--- config.mk ---
export PLATFORM = sky130hd
export DESIGN_NAME = ascd_pick
export DESIGN_NICKNAME = d
export VERILOG_FILES = /design/src/design/ascd_pkg.sv /design/src/design/ascd_pick.sv
export SDC_FILE = /design/constraint.sdc
export NUM_CORES = 1
export LEC_CHECK = 0
export BUFFER_PORTS_ARGS = -buffer_cell sky130_fd_sc_hd__buf_4
export CAP_MARGIN = 10
export CELL_PAD_IN_SITES_DETAIL_PLACEMENT = 0
export CELL_PAD_IN_SITES_GLOBAL_PLACEMENT = 1
export CORE_AREA = 5 5 423 425
export DETAILED_ROUTE_END_ITERATION = 8
export DIE_AREA = 0 0 428 430
export GPL_TIMING_DRIVEN = 0
export PLACE_DENSITY = 0.3
export SYNTH_ARGS = -nofsm -noshare
export SYNTH_HDL_FRONTEND = slang
export SYNTH_SLANG_ARGS = --single-unit
export TNS_END_PERCENT = 5
--- constraint.sdc ---
create_clock -name clk -period 7.9 [get_ports clk]
set_clock_uncertainty 0.15 [all_clocks]
set_input_delay 0.395 -clock clk [delete_from_list [all_inputs] [get_ports clk]]
set_output_delay 0.395 -clock clk [all_outputs]
set_load 0.02 [all_outputs]
--- src/design/ascd_pkg.sv ---
package ascd_pkg;

  localparam int unsigned MaskW = 32;
  localparam int unsigned TimeW = 32;
  localparam int unsigned CfgW  = 6;
  localparam int unsigned DataW = 32;

  typedef enum logic [1:0] {
    REG_CAMERA_COUNT  = 2'd0,
    REG_ACTIVE_LIMIT  = 2'd1,
    REG_COOLDOWN_TIME = 2'd2
  } reg_index_t;

  typedef struct packed {
    logic             valid;
    logic [TimeW-1:0] age;
  } lane_age_t;

endpackage

--- src/design/ascd_pick.sv ---
module ascd_pick #(
  parameter int unsigned SLOTS = 32
) (
  input  logic                            clk,
  input  logic                            rst,
  input  logic                            go,
  input  logic [SLOTS-1:0]                cand,
  input  ascd_pkg::lane_age_t             ages [SLOTS],
  output logic                            done,
  output logic                            found,
  output logic [$clog2(SLOTS+1)-1:0]      victim
);

  localparam int unsigned IdxW = $clog2(SLOTS+1);
  localparam int unsigned SelW = (SLOTS > 1) ? $clog2(SLOTS) : 1;

  logic                       busy;
  logic [SelW-1:0]            idx;
  logic [ascd_pkg::TimeW-1:0] best;
  logic [ascd_pkg::TimeW-1:0] cur_age;
  logic                       cur_ok;

  assign cur_ok  = cand[idx] && ages[idx].valid;
  assign cur_age = ages[idx].age;

  always_ff @(posedge clk) begin
    if (rst) begin
      busy <= 1'b0;
      done <= 1'b0;
    end else begin
      done <= 1'b0;
      if (go) begin
        busy   <= 1'b1;
        idx    <= '0;
        best   <= '0;
        found  <= 1'b0;
        victim <= '0;
      end else if (busy) begin
        if (cur_ok && cur_age > best) begin
          best   <= cur_age;
          victim <= IdxW'(idx);
          found  <= 1'b1;
        end
        if (idx == SelW'(SLOTS - 1)) begin
          busy <= 1'b0;
          done <= 1'b1;
        end else begin
          idx <= idx + 1'b1;
        end
      end
    end
  end

endmodule

======== Yosys cells after proc, flatten, opt, wreduce, memory -nomap -nowiden ========
Index checks and enable logic that the tools add are counted.
word-level totals
  output and inout port bits .............. 8
  input port bits ......................... 1091
  register bits after elaboration ......... 46
cells by class
  bitwise operators ....................... 3
  reduce and logical (&&, ||, !) cells .... 7
  add/subtract/negate cells ............... 1
  magnitude comparators ................... 3
  equal/unequal tests ..................... 2
  muxes and demuxes ....................... 17
operators with widths
  operator               number
  $bmux W33 S5           1
  $mux W33               2
  $mux W32               2
  $gt A32 B32 Y1         1
  $mux W6                2
  $mux W5                2
  $mux W1                7
  $ge A6 B6 Y1 const B   1
  $lt A5 B6 Y1 const B   1
  $not A5 Y6             1
  $reduce_and A3 Y1      2
  $add A5 B1 Y5 const B  1
  $bmux W1 S5            1
  $eq A5 B5 Y1 const B   1
  $reduce_bool A2 Y1     2
  $reduce_or A3 Y1       1
  $logic_and A1 B1 Y1    2
  $ne A2 B2 Y1 const B   1
  $not A1 Y1             2

======== Logic depth before layout (Yosys ltp) ========
  depth after elaboration ................. 8
  mapped depth ............................ 13

======== Least setup slack after synthesis ========
No wires, ideal clock.
  kind .................................... reg2reg
  start point ............................. register idx[2]
  end point ............................... register best[0] (netlist bit) (enable)
  stages on the path, launching flop included .. 14
  path buffers ............................ 3
  setup slack ............................. 1.898 ns
  period minus slack after synthesis ...... 6.002 ns
  arrival time ............................ 5.404 ns
  cells stage by stage .................... edfxtp_1 > clkbuf_1 > clkbuf_1 > buf_1 > mux4_2 > mux4_2 > mux2_2 > ha_1 > nand4_1 > or4_1 > nand2b_1 > a31oi_1 > a41oi_1 > o22ai_1
on the way
  cells in the longest elaborated chain, start to end .. 8
RTL lines
  what                                         RTL line         RTL
  start: declaration                           ascd_pick.sv:18  logic [SelW-1:0] idx;
  start signal: assignment                     ascd_pick.sv:48  idx <= idx + 1'b1;
  $not A5 Y6 (not written as such)             ascd_pick.sv:24  assign cur_age = ages[idx].age;
  $bmux W33 S5                                 ascd_pick.sv:24
  $mux W33 (not written as such) (2 in a row)  ascd_pick.sv:24
  net cur_age, one bit                         ascd_pick.sv:20  logic [ascd_pkg::TimeW-1:0] cur_age;
  $gt A32 B32 Y1                               ascd_pick.sv:39  if (cur_ok && cur_age > best) begin
  $logic_and A1 B1 Y1                          ascd_pick.sv:39
  $reduce_bool A2 Y1 (no source line)          n/a
  $reduce_and A3 Y1 (no source line)           n/a
  end signal: assignment                       ascd_pick.sv:40  best <= cur_age;
  end: declaration                             ascd_pick.sv:19  logic [ascd_pkg::TimeW-1:0] best;
The timed path passes the listed nets, and every way through them passes these cells. The select of a mux whose other input is x is not followed.
A chain may end at the register's enable or synchronous reset.

======== Worst setup path in the final report ========
  start point ............................. register idx[2]
  end point ............................... register best[20] (netlist bit) (enable)
The elaborated chain is that of the path after synthesis.

==> key figures <==
Die
  – I/O pins: 1099
  – Initial core utilization: 0.0623
  – Chip width: 428 µm
  – Die Height: 430 µm
  – Core area: 0.175 mm²
  – Die area: 0.184 mm²
  – Std cell rows: 154

Logic synthesis
  – EDFF count, synth: 43
  – Synth Area in Simple Gates: 0.0589
  – Yosys cell types: 41
  – Syn. warnings: 0
  – Adder-cell area share of the yosys netlist: 0.0390
  – #FFs+latches synth: 45
  – Area share of xor/xnor cells in the synthesized design: 0.00161
  – Syn Inst Count: 721
  – Seq/Total Area, Yosys: 0.122
  – Post-synth top flop: edfxtp_1
  – Mapped Area: 0.0109 mm²
  – Post-synthesis mux area share: 0.696
  – Largest family of logic cells by synthesized area: multiplexers
  – Synth Net Count: 1846
  – Synth Area in Compound Gates: 0.0285
  – Mean Syn Cell Area: 15.1 µm²
  – Synth async-reset ratio: 0

Setup path
  – CP Max Fanout: 23
  – Crit path launch: idx[2]$_SDFFCE_PP0P_
  – Reg2reg path depth: 14
  – Nature of the critical path endpoint: flop
  – Crit path kind: reg -> reg
  – Startpoint Class: flop
  – WP data arrival: 6.74 ns
  – Required time worst endpoint: 7.75 ns
  – Reg-to-Reg End: best[20]$_SDFFCE_PP0P_
  – Critical Path End: best[20]$_SDFFCE_PP0P_
  – FF-to-FF Start: idx[2]$_SDFFCE_PP0P_
  – Reg2reg setup slack: 1.01 ns

Status
  – Status: completed

Timing
  – Crit path time final: 6.89 ns
  – Count of final setup violators: 0
  – Tcrit/Tclk final: 0.872
  – Slew HR: 0.178
  – RSZ-0062 raised after global routing: false
  – Worst slew pin tran: 1.23 ns
  – Achievable Freq: 0.145 GHz
  – Final Hold Violating Endpoints: 0
  – Worst setup margin: 1.01 ns
  – Final Max Tran Viols: 0

Drt
  – Met3 Routed Length: 11200 µm
  – Top Layer Used: met5
  – Routed wl met2: 83100 µm
  – Starting DRC count in detailed routing: 876
  – WL/cell: 37.0 µm
  – DRT Pass-1 Iters: 5
  – Routed WL: 155000 µm
  – Number of remaining DRC errors: 0
  – Vias per cell: 3.30
  – Via count: 13819
  – Wl on met1: 59000 µm
  – Antenna Nets Post-Route: 0

GRT
  – Gr ovfl total: 0
  – Total track usage: 0.160
  – Vias in the first global route: 15314
  – Largest net degree at the start of global routing: 24
  – First-pass GRT wire length: 189000 µm
  – Initial antenna violation count: 95

Clock network
  – Setup repair bufs after CTS: 0
  – CTS buffer count: 5
  – TritonCTS clock tree: yes
  – CTS max path bufs: 2
  – Clock sink total: 45
  – Clock Pin Slew Worst Setup and Hold Paths: 0.07 ns
  – Post-CTS sizing: 0
  – Clk Latency, worst-skew pair: 0.31 ns
  – Clock root cell: clkbuf_16
  – CTS Hold Bufs: 0
  – H-tree Lvls: 2

Layout
  – Final layout net count: 2958
  – Post-layout utilization of the core: 0.128
  – Layout cells sized above 1: 0.821
  – P&R area growth vs syn: 106%
  – Final std cells w/o fill: 4190
  – Final Instance Area: 0.0224 mm²

Power
  – Pwr Density: 91.3 mW/mm²
  – Total Power: 0.00205 W
  – Worst vdd ir: 0.0697 mV
  – Leakage: 8.98 nW

Hold path
  – Hold path depth: 2
  – Hold Path Class: in -> reg
  – Hold Startpoint: rst

Place
  – Placed Cells: 4166
  – Port Buffers: 1097
  – DP Worst Slack: 0.594 ns
  – Placed Area: 0.0222 mm²
  – RD Place Congestion: 0.956
  – Dpl hpwl: 144000 µm

Run
  – Max cap viols: 0
## where the power goes
part	switching (W)	internal (W)	total (W)
logic	0.000713	0.000784	0.00150
registers	0.00000659	0.000287	0.000293
clock network	0.000110	0.000149	0.000259
## metrics by stage
step	TNS, ns	hold slack, ns
2_1_floorplan	0	0.312
3_3_place_gp	-92.07	0.326
3_5_place_dp	0	0.340
4_1_cts	0	0.141
5_1_grt	0	0.158
6_report	0	0.150
## cell type report
cell class,count,area [µm²]
clock buffers,5,125
fillers,20079,153000
multi-input cells,557,9000
flip-flops and latches,45,1330
inverters,33,124
repair buffers,1105,8400
plain buffers,86,460
diodes,16,40.0
well taps,2340,2930
clock inverters,3,41.3
## layer usage
layer / vias up / GRT usage
li1: 5506 / -
met1: 7386 / 0.183
met2: 775 / 0.305
met3: 114 / 0.0479
met4: 38 / 0.00968
met5: - / 0
## placed cells by master (no fill, tap or decap), types with 17 or more instances in the layout
cell type,Yosys,layout
and2_1,32,32
nand2_1,23,23
buf_4,20,1117
clkbuf_1,33,31
edfxtp_1,43,43
o21ai_0,17,17
mux2_2,31,31
inv_1,33,33
mux4_2,321,321
ha_1,34,34
## state kept, by name (all words and copies together) (netlist names)
register and cells:
found 1, best 32, busy 1, victim 5, idx 5, done 1
## synthesized netlist by cell type (all sizes together) (2+ instances only)
library cell / number / area share
mux4: 321 / 0.66
o21ai: 17 / 0.0078
a31oi: 2 / 0.0011
and3: 2 / 0.0011
nand2: 23 / 0.0079
dfxtp: 2 / 0.0037
nor2b: 11 / 0.0063
a21o: 4 / 0.0028
nand4: 8 / 0.0046
and2: 37 / 0.021
o22ai: 3 / 0.0017
edfxtp: 43 / 0.12
nand3b: 5 / 0.0034
clkbuf: 33 / 0.011
mux2: 31 / 0.032
nand3: 10 / 0.0046
buf: 53 / 0.030
ha: 34 / 0.039
or4: 3 / 0.0021
nor3: 2 / 0.00092
nand2b: 2 / 0.0011
a41oi: 3 / 0.0024
nor2: 7 / 0.0024
a2111oi: 2 / 0.0016
a21oi: 16 / 0.0073
nor4: 4 / 0.0023
inv: 33 / 0.011
## worst max-delay path: stages, from the launching register on
cell      delay (ns)
edfxtp_1        0.44
clkbuf_1        0.43
clkbuf_1        0.68
buf_1           0.92
mux4_2          0.47
mux4_2          0.58
mux2_2          0.37
ha_1            0.33
nand4_1         0.19
or4_1           0.61
nand2b_1        0.17
a31oi_1         0.14
a41oi_1         0.13
o22ai_4         0.64
buf_12          0.27
## cell families after synthesis
| kind of cell | count (synthesis) |
|---|---|
| AOI/OAI and AO/OA | 52 |
| other | 1 |
| and+or+nand+nor | 115 |
| muxes | 353 |
| adders and majority gates | 34 |
| xor gates and xnor gates | 2 |
| DFF | 45 |
| buffers and inverters | 119 |
## how the worst min path moves through the flow
stage	to	slack, ns
floorplan	busy$_SDFF_PP0_	0.31
global placement	busy$_SDFF_PP0_	0.33
detailed placement	busy$_SDFF_PP0_	0.34
CTS	busy$_SDFF_PP0_	0.14
global route	busy$_SDFF_PP0_	0.16
finish	busy$_SDFF_PP0_	0.15
No activity file was read; power rests on OpenSTA's default activity.
