File: src/design/ascd_pkg.sv
package ascd_pkg;

  localparam int unsigned MaskW = 32;
  localparam int unsigned TimeW = 32;
  localparam int unsigned CfgW  = 6;
  localparam int unsigned DataW = 32;

  typedef enum logic [1:0] {
    REG_CAMERA_COUNT  = 2'd0,
    REG_ACTIVE_LIMIT  = 2'd1,
    REG_COOLDOWN_TIME = 2'd2
  } reg_index_t;

  typedef struct packed {
    logic             valid;
    logic [TimeW-1:0] age;
  } lane_age_t;

endpackage

File: src/design/ascd_lane.sv
module ascd_lane (
  input  logic                             clk,
  input  logic                             wr,
  input  logic [ascd_pkg::TimeW-1:0]       wr_time,
  input  logic                             clr,
  input  logic [ascd_pkg::TimeW-1:0]       now,
  input  logic [ascd_pkg::TimeW-1:0]       cooldown,
  input  logic                             rst,
  output logic                             fresh,
  output ascd_pkg::lane_age_t              age_info
);

  logic [ascd_pkg::TimeW-1:0] seen_time;
  logic                       seen_valid;
  logic [ascd_pkg::TimeW-1:0] age;

  always_ff @(posedge clk) begin
    if (rst || clr) begin
      seen_valid <= 1'b0;
    end else if (wr) begin
      seen_valid <= 1'b1;
    end
    if (wr) begin
      seen_time <= wr_time;
    end
  end

  assign age = now - seen_time;
  assign fresh = seen_valid && (age < cooldown);
  assign age_info.valid = seen_valid;
  assign age_info.age = age;

endmodule

File: config.mk
export PLATFORM = sky130hd
export DESIGN_NAME = ascd_lane
export DESIGN_NICKNAME = d
export VERILOG_FILES = /design/src/design/ascd_pkg.sv /design/src/design/ascd_lane.sv
export SDC_FILE = /design/constraint.sdc
export NUM_CORES = 1
export LEC_CHECK = 0
export BUFFER_PORTS_ARGS = -buffer_cell sky130_fd_sc_hd__buf_4
export CAP_MARGIN = 10
export CORE_UTILIZATION = 35
export DETAILED_ROUTE_END_ITERATION = 6
export PLACE_DENSITY = 0.64
export SYNTH_ARGS = -nofsm -noshare
export SYNTH_HDL_FRONTEND = slang
export SYNTH_SLANG_ARGS = --single-unit
File: constraint.sdc
create_clock -name clk -period 4.92 [get_ports clk]
set_input_delay 0.738 -clock clk [delete_from_list [all_inputs] [get_ports clk]]
set_output_delay 0.738 -clock clk [all_outputs]
set_load 0.005 [all_outputs]
# Word level (Yosys, flattened, before mapping)
# Index checks and enable logic that the tools add are counted.
# classes
n_reduce_logical	2
order_cmp	1
addsub	1
# ops
operator	count
$lt A32 B32 Y1	1
$sub A32 B32 Y32	1
$logic_and A1 B1 Y1	1
$logic_or A1 B1 Y1	1
# totals
in_bits	100
elab_cells	6
out_inout_bits	34
register_bits	33

# Longest topological paths before layout
# Gate-level depths: netlist of the first run.
# depth
ltp_word	3
depth_mapped	16
mapped_depth_nobuf	16

# Worst setup path after synthesis of the first run
# OpenSTA, ideal clock, no wires.
# synth_timing
path_kind	in2out
start	in now[0] (netlist bit)
end	out fresh
path_slack_ns	0.550
required_ns	4.182
arrival_ns	3.632
stages	14
path_buffers	0
path_cell_list	inv_1 ha_1 fa_1 and2b_1 o2111ai_2 a211oi_2 o221ai_2 o41a_1 xnor2_1 ha_1 nor2b_1 o21ai_0 o2111ai_1 a21oi_1
# synth_rtl
item	line	source
from (decl)	ascd_lane.sv:6	input logic [ascd_pkg::TimeW-1:0] now,
to (decl)	ascd_lane.sv:9	output logic fresh,

# Worst setup path in the final report of the first run
# layout_timing
start	in now[0] (netlist bit)
end	out fresh
# layout_via
elab_chain_len	3
# layout_rtl
item	line	source
$sub A32 B32 Y32	ascd_lane.sv:28	assign age = now - seen_time;
$lt A32 B32 Y1	ascd_lane.sv:29	assign fresh = seen_valid && (age < cooldown);
$logic_and A1 B1 Y1	ascd_lane.sv:29	
# No other way between the ends.

==> results of run 1 <==
[cells in the final DEF (no fill, tap or decap), types with 2 or more instances in the layout]
| master | count |
|---|---|
| buf_4 | 148 |
| inv_1 | 69 |
| ha_1 | 61 |
| a21oi_1 | 36 |
| nand2_1 | 35 |
| edfxtp_1 | 32 |
| nor2_1 | 31 |
| o21ai_0 | 20 |
| xnor2_1 | 15 |
| a21o_1 | 15 |
| nand4_1 | 10 |
| o21a_1 | 9 |
| nor3_1 | 8 |
| o211ai_1 | 7 |
| a211oi_1 | 7 |
| nand3_1 | 6 |
| xor2_1 | 6 |
| o31ai_1 | 5 |
| clkbuf_8 | 5 |
| a21boi_0 | 4 |
| mux2i_1 | 4 |
| o211a_1 | 4 |
| nor2b_1 | 3 |
| and2_1 | 3 |
| or3_1 | 3 |
| and4_1 | 3 |
| a211o_1 | 2 |
| o21ai_1 | 2 |
| o31a_1 | 2 |
| a221o_1 | 2 |
| nand2b_1 | 2 |
| a311oi_1 | 2 |
| a31oi_1 | 2 |
| o311ai_0 | 2 |
| nor4_1 | 2 |
| clkbuf_1 | 2 |
[worst max path at each step]
stage,end,depth (start not counted),slack (ps)
floorplan,fresh,14,550
global placement,fresh,17,200
detailed placement,fresh,17,130
CTS,fresh,17,120
global route,fresh,16,-20
finish,fresh,18,160
[where the power goes]
| group | internal (mW) | total (mW) | switching [mW] | leakage [nW] |
|---|---|---|---|---|
| sequential | 0.333 | 0.339 | 0.00676 | 0.321 |
| clock | 0.0990 | 0.188 | 0.0892 | 0.0422 |
| combinational | 0.390 | 0.806 | 0.416 | 2.25 |
[synth_stat cells, types with 2 or more instances]
cell | number | area (µm²)
a2111oi_0 | 2 | 17.5
a211o_1 | 2 | 17.5
a211oi_1 | 8 | 60.1
a21boi_0 | 4 | 30.0
a21o_1 | 15 | 113
a21oi_1 | 37 | 185
a221o_1 | 2 | 20.0
a311oi_1 | 2 | 17.5
a31oi_1 | 2 | 12.5
and2_1 | 3 | 18.8
and4_1 | 3 | 26.3
buf_2 | 3 | 15.0
clkbuf_1 | 8 | 30.0
edfxtp_1 | 32 | 961
ha_1 | 62 | 776
inv_1 | 69 | 259
mux2i_1 | 4 | 40.0
nand2_1 | 35 | 131
nand2b_1 | 2 | 12.5
nand3_1 | 6 | 30.0
nand4_1 | 10 | 62.6
nor2_1 | 31 | 116
nor2b_1 | 3 | 18.8
nor3_1 | 8 | 40.0
nor4_1 | 2 | 12.5
o2111ai_2 | 2 | 30.0
o211a_1 | 4 | 40.0
o211ai_1 | 7 | 52.6
o21a_1 | 9 | 67.6
o21ai_0 | 23 | 115
o311ai_0 | 2 | 17.5
o31a_1 | 2 | 17.5
o31ai_1 | 6 | 45.0
or3_1 | 3 | 18.8
xnor2_1 | 16 | 140
xor2_1 | 6 | 52.6
[stage by stage]
step	total power, mW	TNS, ps
5_1_grt	1.45	-19.2
6_report	1.33	0
4_1_cts	1.31	0
3_5_place_dp	1.12	0
2_1_floorplan	0.792	0
3_3_place_gp	1.10	0
[worst max-delay path, delay by kind of cell]
kind            cells  cell delay [ps]
compound gates     10             1650
simple gates        2              740
fa+ha+maj           3              600
buf+inv             3              280
[sequential cells by signal (all words and copies together), names as in the netlist]
register    count
seen_time      32
seen_valid      1
[cell type report]
cell class	instances	area, µm²
clock buffer	7	76.3
clock inverter	1	5.00
fill	1049	5570
inverter	69	259
multi-input combinational	347	2660
sequential	33	981
tap	140	175
timing repair buffer	148	1110
[timing repair]
action | in CTS | in global routing
endpoints found under the setup margin | 0 | 1
buffers inserted | 0 | 4
resized for setup | 0 | 14
[per-layer routing]
layer	vias up	part of all wire, %	routed length [µm]
met1	1767	49	5410
met3	18	5.2	580
li1	1966	-	-
met4	0	1.8	195
met5	-	0	0
met2	129	44	4900
[kinds of logic (layout without fill, tap and decap cells)]
logic type	after synthesis	count (layout)	synth area share (%)
buffers and inverters	81	225	8.01
AOI/OAI and AO/OA	142	142	25.5
DFF	33	33	25.2
adders and majority gates	63	63	20.5
muxes	5	5	1.32
and+or+nand+nor	115	115	14.5
xor gates and xnor gates	22	22	4.95
==> results.md, run 1 <==
* Outcome: finished, final reports clean
* Maximum VDD drop at about 180 µV
* Tcrit/Tclk final at 96.7%
* HP Class: reg2reg
* Final hold violations at 0
* IO Port Bufs at roughly 130
* Vias in the first global route at 3654
* DR vias at about 3900
* Final setup violation count at 0
* Slew margin rel. at a little over three fifths
* CTS Sinks at 33
* Design Area, Final at about 0.0053 mm²
* Final Core Density at 48.6%
* Clock transition at the registers of the reported paths at 60 ps
* Synthesis-to-layout area growth at 35.5%
* P_leak at 2.61 nW
* First-pass GRT wire length at about 18000 µm
* CTS H-tree lvls at 2
* Critical path cell sequence: buf_4 > inv_1 > ha_1 > fa_1 > and2b_1 > o2111ai_4 > a211oi_2 > o21a_1 > or4b_1 > o211a_1 > ha_1 > a21o_1 > a21o_1 > a21oi_1 > o21a_1 > o2111ai_1 > a21oi_1 > buf_4
* Post-Route WL at around 11000 µm
* WL/cell at 14.9 µm
* CTS tree: yes
* Worst path slowest cell: or4b_1
* # DRC at 0
* Actual slew at the worst max-slew pin at about 560 ps
* Post-synthesis sequential area ratio at approximately 25%
* Largest net degree at the start of global routing at 34
* Mapped Area at between 0.003 and 0.004 mm²
* Clock latency on the worst-skew pair at ~280 ps
* Critical Path Source Type: input pin
* Die Wd at 107 µm
* Hold Slack at between 500 and 600 ps
* Slowest cell delay on critical path at between 500 and 600 ps
* R2R setup slack at ~4200 ps
* Predominant post-synthesis flop cell: edfxtp_1
* DP Worst Slack at around 130 ps
* DIE AREA at roughly 0.012 mm²
* Antenna violations before repair at 0
* Total track usage at about 20%
* CP Max Fanout at 4
* Post-placement cell count at 733
* Critical path class: in2out
* GPL Wtd Cong at around 0.86
* WHS Path Cells at 2
* DRT Pass-1 Iters at 4
* Fmax at approximately 210 MHz
* M1 GR Usage at 27.9%
* Rows at 38
* Power Density at 253 mW/mm²
* Root Buffer: clkbuf_8
* Antenna viol nets, final at 0
* Routing usage on met2 at between 30% and 40%
* Total CTS buffers at 5
* CP Capture Type: output port
* CTS Hold Bufs at 0
* Remaining Overflow, GRT at 0
* CP arrival at 4020 ps
* Total I/O pin count at 134
* Initial core utilization at between 30 and 40%
* R2R cell count at 2
* Post-synth EDFFs at 32
* Cells after synthesis at between 400 and 500
* Number of synthesized register bits at 33
* Final std cells w/o fill at 745
* FF-to-FF End: seen_valid
* Vias per cell at around 5.2
* Reg2reg start: seen_valid
* Synth async-reset ratio at 0%
* Worst setup path startpoint: now[0]
* Detailed Place HPWL at 9510 µm
* Avg Synthesized Cell Area at about 8.4 µm²
* Clk_skew at 0 ps
* Total of max-cap violations at 0
* Most used routing layer: met2
* Die H at around 110 µm
* Core Box Area at ~0.011 mm²
* Crit path time final at ~4800 ps
* 1st-iter DRT viols at roughly 220
* Slack of the critical path at between 150 and 200 ps
* Critical Path RT at about 4200 ps
* Synth cell types at 62
* Longest Clk Path Bufs at 2
* Ys Warns at 0
* Share of layout cells above drive strength 1 at ~28%
* ANT cells at 0
* Final Slew Violations at 0
* DP Area at roughly 0.0051 mm²
* # nets final at between 700 and 800
* Met3 usage at under 10%
* Hold Path End: seen_valid
* Mapped Nets at approximately 620
* Hold Startpoint: seen_valid
No activity file was read; power rests on OpenSTA's default activity.
==> run 2: changes to the inputs <==
- RECOVER_POWER: not set -> 25
==> run 2 against run 1 <==
Die area did not move. Total power fell by 0.14%. Setup slack got worse by 20 ps. Clock skew did not move.
==> results.md, run 2 (synthesis gave the netlist of run 1 again) <==
* Largest registers: seen_time x32, seen_valid x1
* Synthesis-to-layout area growth at 35.5%
* Root Buffer: clkbuf_8
* Tcrit/Tclk final at a little over nine tenths
* Vias in the first global route at ~3700
* Clock latency on the worst-skew pair at about 280 ps
* Antenna violations before repair at 0
* DR vias at just under 4000
* IO Port Bufs at approximately 130
* Critical path cell sequence: buf_4 > ha_1 > nand3_1 > a211o_1 > o211ai_1 > a211oi_1 > nor3_1 > buf_4 > ha_1 > a21o_1 > a21o_1 > a21oi_1 > o21a_1 > o2111ai_1 > a21oi_1 > buf_4
* Longest Clk Path Bufs at 2
* Top delay family on crit path: compound AO/OA/AOI/OAI gates
* Final Slew Violations at 0
* Reg2reg start: seen_valid
* Antenna viol nets, final at 0
* DRT Pass-1 Iters at 5
* # DRC at 0
* WHS Path Cells at 2
* ANT cells at 0
* 1st-iter DRT viols at roughly 210
* FF-to-FF End: seen_valid
* CTS H-tree lvls at 2
* Final Core Density at roughly half
* CTS Hold Bufs at 0
* Commonest non-fill, non-tap cell in the layout: buf_4
* Detailed Place HPWL at about 9500 µm
* Critical path class: in2out
* Remaining Overflow, GRT at 0
* Final setup TNS at 0 ps
* P_leak at approximately 2.6 nW
* CTS tree: yes
* DIE AREA at between 0.01 and 0.015 mm²
* Total I/O pin count at between 100 and 150
* Hold Path End: seen_valid
* Maximum VDD drop at 177 µV
* CP Capture Type: output port
* Post-Route WL at between 10000 and 15000 µm
* GPL Wtd Cong at approximately 0.86
* Total track usage at around 19%
* Worst setup path startpoint: now[8]
* Critical Path Source Type: input pin
* Initial core utilization at roughly 36%
* Final std cells w/o fill at approximately 750
* Actual slew at the worst max-slew pin at 562 ps
* Clock transition at the registers of the reported paths at 60 ps
* Critical Path RT at roughly 4200 ps
* Clk_skew at 0 ps
* Hold Startpoint: seen_valid
* R2R cell count at 2
* Largest register FFs at 32
* Total of max-cap violations at 0
* Die H at about 110 µm
* Tot Pwr at about 1.3 mW
* HP Class: reg2reg
* Largest Register: seen_time
* Vias per cell at 5.18
* Share of layout cells above drive strength 1 at between 20 and 30%
* WL/cell at about 15 µm
* Crit path time final at roughly 4800 ps
* WP buf/inv at 3
* Worst path slowest cell: ha_1
* # nets final at 767
* Slowest cell delay on critical path at about 410 ps
* Final hold violations at 0
* Post-placement cell count at between 700 and 800
* Largest net degree at the start of global routing at 34
* R2R setup slack at between 4000 and 5000 ps
* First-pass GRT wire length at between 15000 and 20000 µm
* Core Box Area at approximately 0.011 mm²
* Rows at 38
* Hold Slack at 583 ps
* CTS Sinks at 33
* CP arrival at approximately 4000 ps
* Slew margin rel. at 62.1%
* Total CTS buffers at 5
* Fmax at between 200 and 250 MHz
* CP Max Fanout at 7
* Most frequent CP cell: buf_4
* Commonest non-fill, non-tap cells in the layout: buf_4, inv_1, ha_1, a21oi_1, nand2_1
* Outcome: finished, final reports clean
* Final setup violation count at 0
* Die Wd at approximately 110 µm
* Power Density at between 200 and 300 mW/mm²
==> run 2: where the power goes <==
part | leakage [nW] | switching, mW | internal (mW) | total, mW
Combinational | 2.24 | 0.415 | 0.389 | 0.804
Sequential | 0.321 | 0.00681 | 0.333 | 0.340
Clock | 0.0422 | 0.0890 | 0.0990 | 0.188
Total | 2.60 | 0.511 | 0.821 | 1.33
==> run 2: per-layer routing <==
metal / up-vias / share of wire, % / GRT usage [%]
li1: 1964 / - / -
met1: 1760 / 49 / 27.9
met2: 122 / 44 / 30.9
met3: 14 / 5.2 / 1.57
met4: 0 / 1.6 / 5.68
met5: - / 0 / 0
==> run 2: layout make-up <==
cell class / count / area (µm²)
clock buffer: 7 / 76.3
clock inverter: 1 / 5.00
fill: 1049 / 5570
inverter: 69 / 259
multi-input combinational: 347 / 2660
sequential: 33 / 981
tap: 140 / 175
timing repair buffer: 148 / 1110
==> run 2: tightest hold or removal path: stages, from the launching register on <==
cell	delay [ps]
dfxtp_1	380
nor2_1	120
nor3_1	40
==> run 2: what timing repair did <==
item / CTS / global route
setup endpoints to repair: 0 / 1
setup buffers: 0 / 4
endpoints found under the hold margin: 0 / 0
resized for setup: 0 / 14
==> run 2: stage by stage <==
stage          setup slack [ps]  cell area (µm²)
5_1_grt                   -19.2             5270
6_report                    145             5270
4_1_cts                     121             5180
3_3_place_gp                197             5090
2_1_floorplan               550             3890
3_5_place_dp                132             5090
==> run 2: worst max-delay path by stage <==
| stage | cells after the start | end |
|---|---|---|
| 4_1_cts | 17 | fresh |
| 3_3_place_gp | 17 | fresh |
| 3_5_place_dp | 17 | fresh |
| 6_report | 16 | fresh |
| 2_1_floorplan | 14 | fresh |
| 5_1_grt | 16 | fresh |
==> run 3: changes to the inputs <==
- GPL_TIMING_DRIVEN: not set -> 1
- RECOVER_POWER: 25 -> 100
==> run 3 against run 2 <==
Wire length fell by 0.21%. Via count rose by 0.65%. Sequential power barely moved. Setup slack improved by 3.8 ps. Critical path depth did not move. Total power fell by 0.13%. The run now ends with capacitance limit, slew limit left. Critical endpoint unchanged. Design area barely moved. Non-clock buffer count did not move. Sequential cell count did not move. Largest power group unchanged. Global-route usage did not move.
==> results.md, run 3 (synthesis gave the netlist of run 1 again) <==
* Outcome: finished with violations
* Failing checks: capacitance limit, slew limit
* Final std cells w/o fill at 745
* Hold Slack at 582 ps
* Critical Path RT at approximately 4200 ps
* # nets final at around 770
* Post-placement cell count at between 700 and 800
* Initial core utilization at between 30% and 40%
* Power Density at 252 mW/mm²
* Die H at roughly 110 µm
* Vias per cell at 5.21
* Comb pwr share at 60.3%
* DP Area at 0.00509 mm²
* CP Capture Point: fresh
* Int Pwr at 819 µW
* Clock transition at the registers of the reported paths at approximately 60 ps
* ANT cells at 0
* Fill count at ~1100
* Clock latency on the worst-skew pair at 280 ps
* Final Core Density at around 49%
* Final setup TNS at 0 ps
* CTS tree: yes
* Remaining Overflow, GRT at 0
* Antenna violations before repair at 0
* Longest Clk Path Bufs at 2
* Slew margin rel. at -11.8%
* Critical path class: in2out
* Die Wd at approximately 110 µm
* Largest register FFs at 32
* Design Area, Final at 0.00527 mm²
* HP Class: reg2reg
* Antenna viol nets, final at 0
* # DRC at 0
* CP Max Fanout at 7
* Worst setup path startpoint: now[8]
* Net Sw Power at between 500 and 600 µW
* 1st-iter DRT viols at about 210
* Total track usage at 19.4%
* Post-Route WL at roughly 11000 µm
* Reg2reg start: seen_valid
* Share of layout cells above drive strength 1 at between 20% and 30%
* First-pass GRT wire length at between 15000 and 20000 µm
* DR vias at about 3900
* Sw Ratio at a little under two fifths
* Total I/O pin count at 134
* GPL Wtd Cong at about 0.86
* Root Buffer: clkbuf_8
* Core Box Area at 0.0108 mm²
* Maximum VDD drop at 177 µV
* Rows at 38
* Crit path time final at roughly 4800 ps
* CTS Sinks at 33
* Total of max-cap violations at 1
* Tot Pwr at ~1.3 mW
* Largest Register: seen_time
* Largest registers: seen_time x32, seen_valid x1
* Tcrit/Tclk final at roughly 97%
* IO Port Bufs at approximately 130
* R2R cell count at 2
* Vias in the first global route at 3654
* DRT Pass-1 Iters at 4
* CP arrival at roughly 4000 ps
* P_leak at around 2.6 nW
* Fmax at roughly 210 MHz
* Largest net degree at the start of global routing at 34
* Clk pwr share at 14.1%
* DP Worst Slack at 132 ps
* Commonest non-fill, non-tap cells in the layout: buf_4, inv_1, ha_1, clkbuf_4, a21oi_1
* Slack of the critical path at ~150 ps
* Total CTS buffers at 5
* Final setup violation count at 0
* Final Slew Violations at 34
* CTS H-tree lvls at 2
* Actual slew at the worst max-slew pin at 1680 ps
* DIE AREA at about 0.012 mm²
* FF-to-FF End: seen_valid
* Detailed Place HPWL at between 9000 and 10000 µm
* Critical Path Source Type: input pin
* R2R setup slack at 4160 ps
* Final hold violations at 0
* CP Capture Type: output port
* Flop pwr share at 25.6%
* Clk_skew at 0 ps
* WL/cell at about 15 µm
* Synthesis-to-layout area growth at 35.4%
* Commonest non-fill, non-tap cell in the layout: buf_4
==> run 3: how the worst min path moves through the flow <==
stage | from | end | slack (ps) | cells past startpoint
global route | seen_valid | seen_valid | 590 | 2
finish | seen_valid | seen_valid | 580 | 2
floorplan | seen_valid | seen_valid | 480 | 2
global placement | seen_valid | seen_valid | 570 | 2
CTS | seen_valid | seen_valid | 590 | 2
detailed placement | seen_valid | seen_valid | 580 | 2
==> run 3: area by class of cell <==
| cell class | count | area, µm² | area share [%] |
|---|---|---|---|
| tap | 140 | 175 | 3.33 |
| multi-input combinational | 347 | 2660 | 50.6 |
| timing repair buffer | 148 | 1110 | 21.0 |
| clock buffer | 7 | 76.3 | 1.45 |
| inverter | 69 | 259 | 4.92 |
| sequential | 33 | 981 | 18.6 |
| clock inverter | 1 | 5.00 | 0.0950 |
==> run 3: timing repair <==
item	in CTS	in global routing
buffers inserted	0	4
hold endpoints to repair	0	0
setup endpoints to repair	0	1
gates resized for setup	0	14
hold buffers	0	0
==> run 3: critical path, cell delays in order <==
cell	delay, ps
buf_4	110
ha_1	410
nand3_1	230
a211o_1	380
o211ai_1	350
a211oi_1	130
nor3_1	290
buf_4	190
ha_1	240
a21o_1	160
a21o_1	170
a21oi_1	140
o21a_1	130
o2111ai_1	90
a21oi_1	140
buf_4	130
==> run 3: per-layer routing <==
metal | wire length, µm | share of wire, % | GRT usage (%) | up-vias
met5 | 0 | 0 | 0 | -
met4 | 206 | 1.9 | 5.68 | 0
met3 | 543 | 4.9 | 1.57 | 19
met2 | 4870 | 44 | 30.9 | 120
met1 | 5400 | 49 | 27.9 | 1778
li1 | - | - | - | 1968
==> run 3: power by group through the flow <==
stage | Clock, mW | Sequential, mW | Combinational, mW
global route | 0.207 | 0.342 | 0.895
global placement | 0 | 0.345 | 0.756
finish | 0.188 | 0.340 | 0.802
CTS | 0.197 | 0.340 | 0.776
detailed placement | 0 | 0.346 | 0.773
floorplan | 0 | 0.343 | 0.448
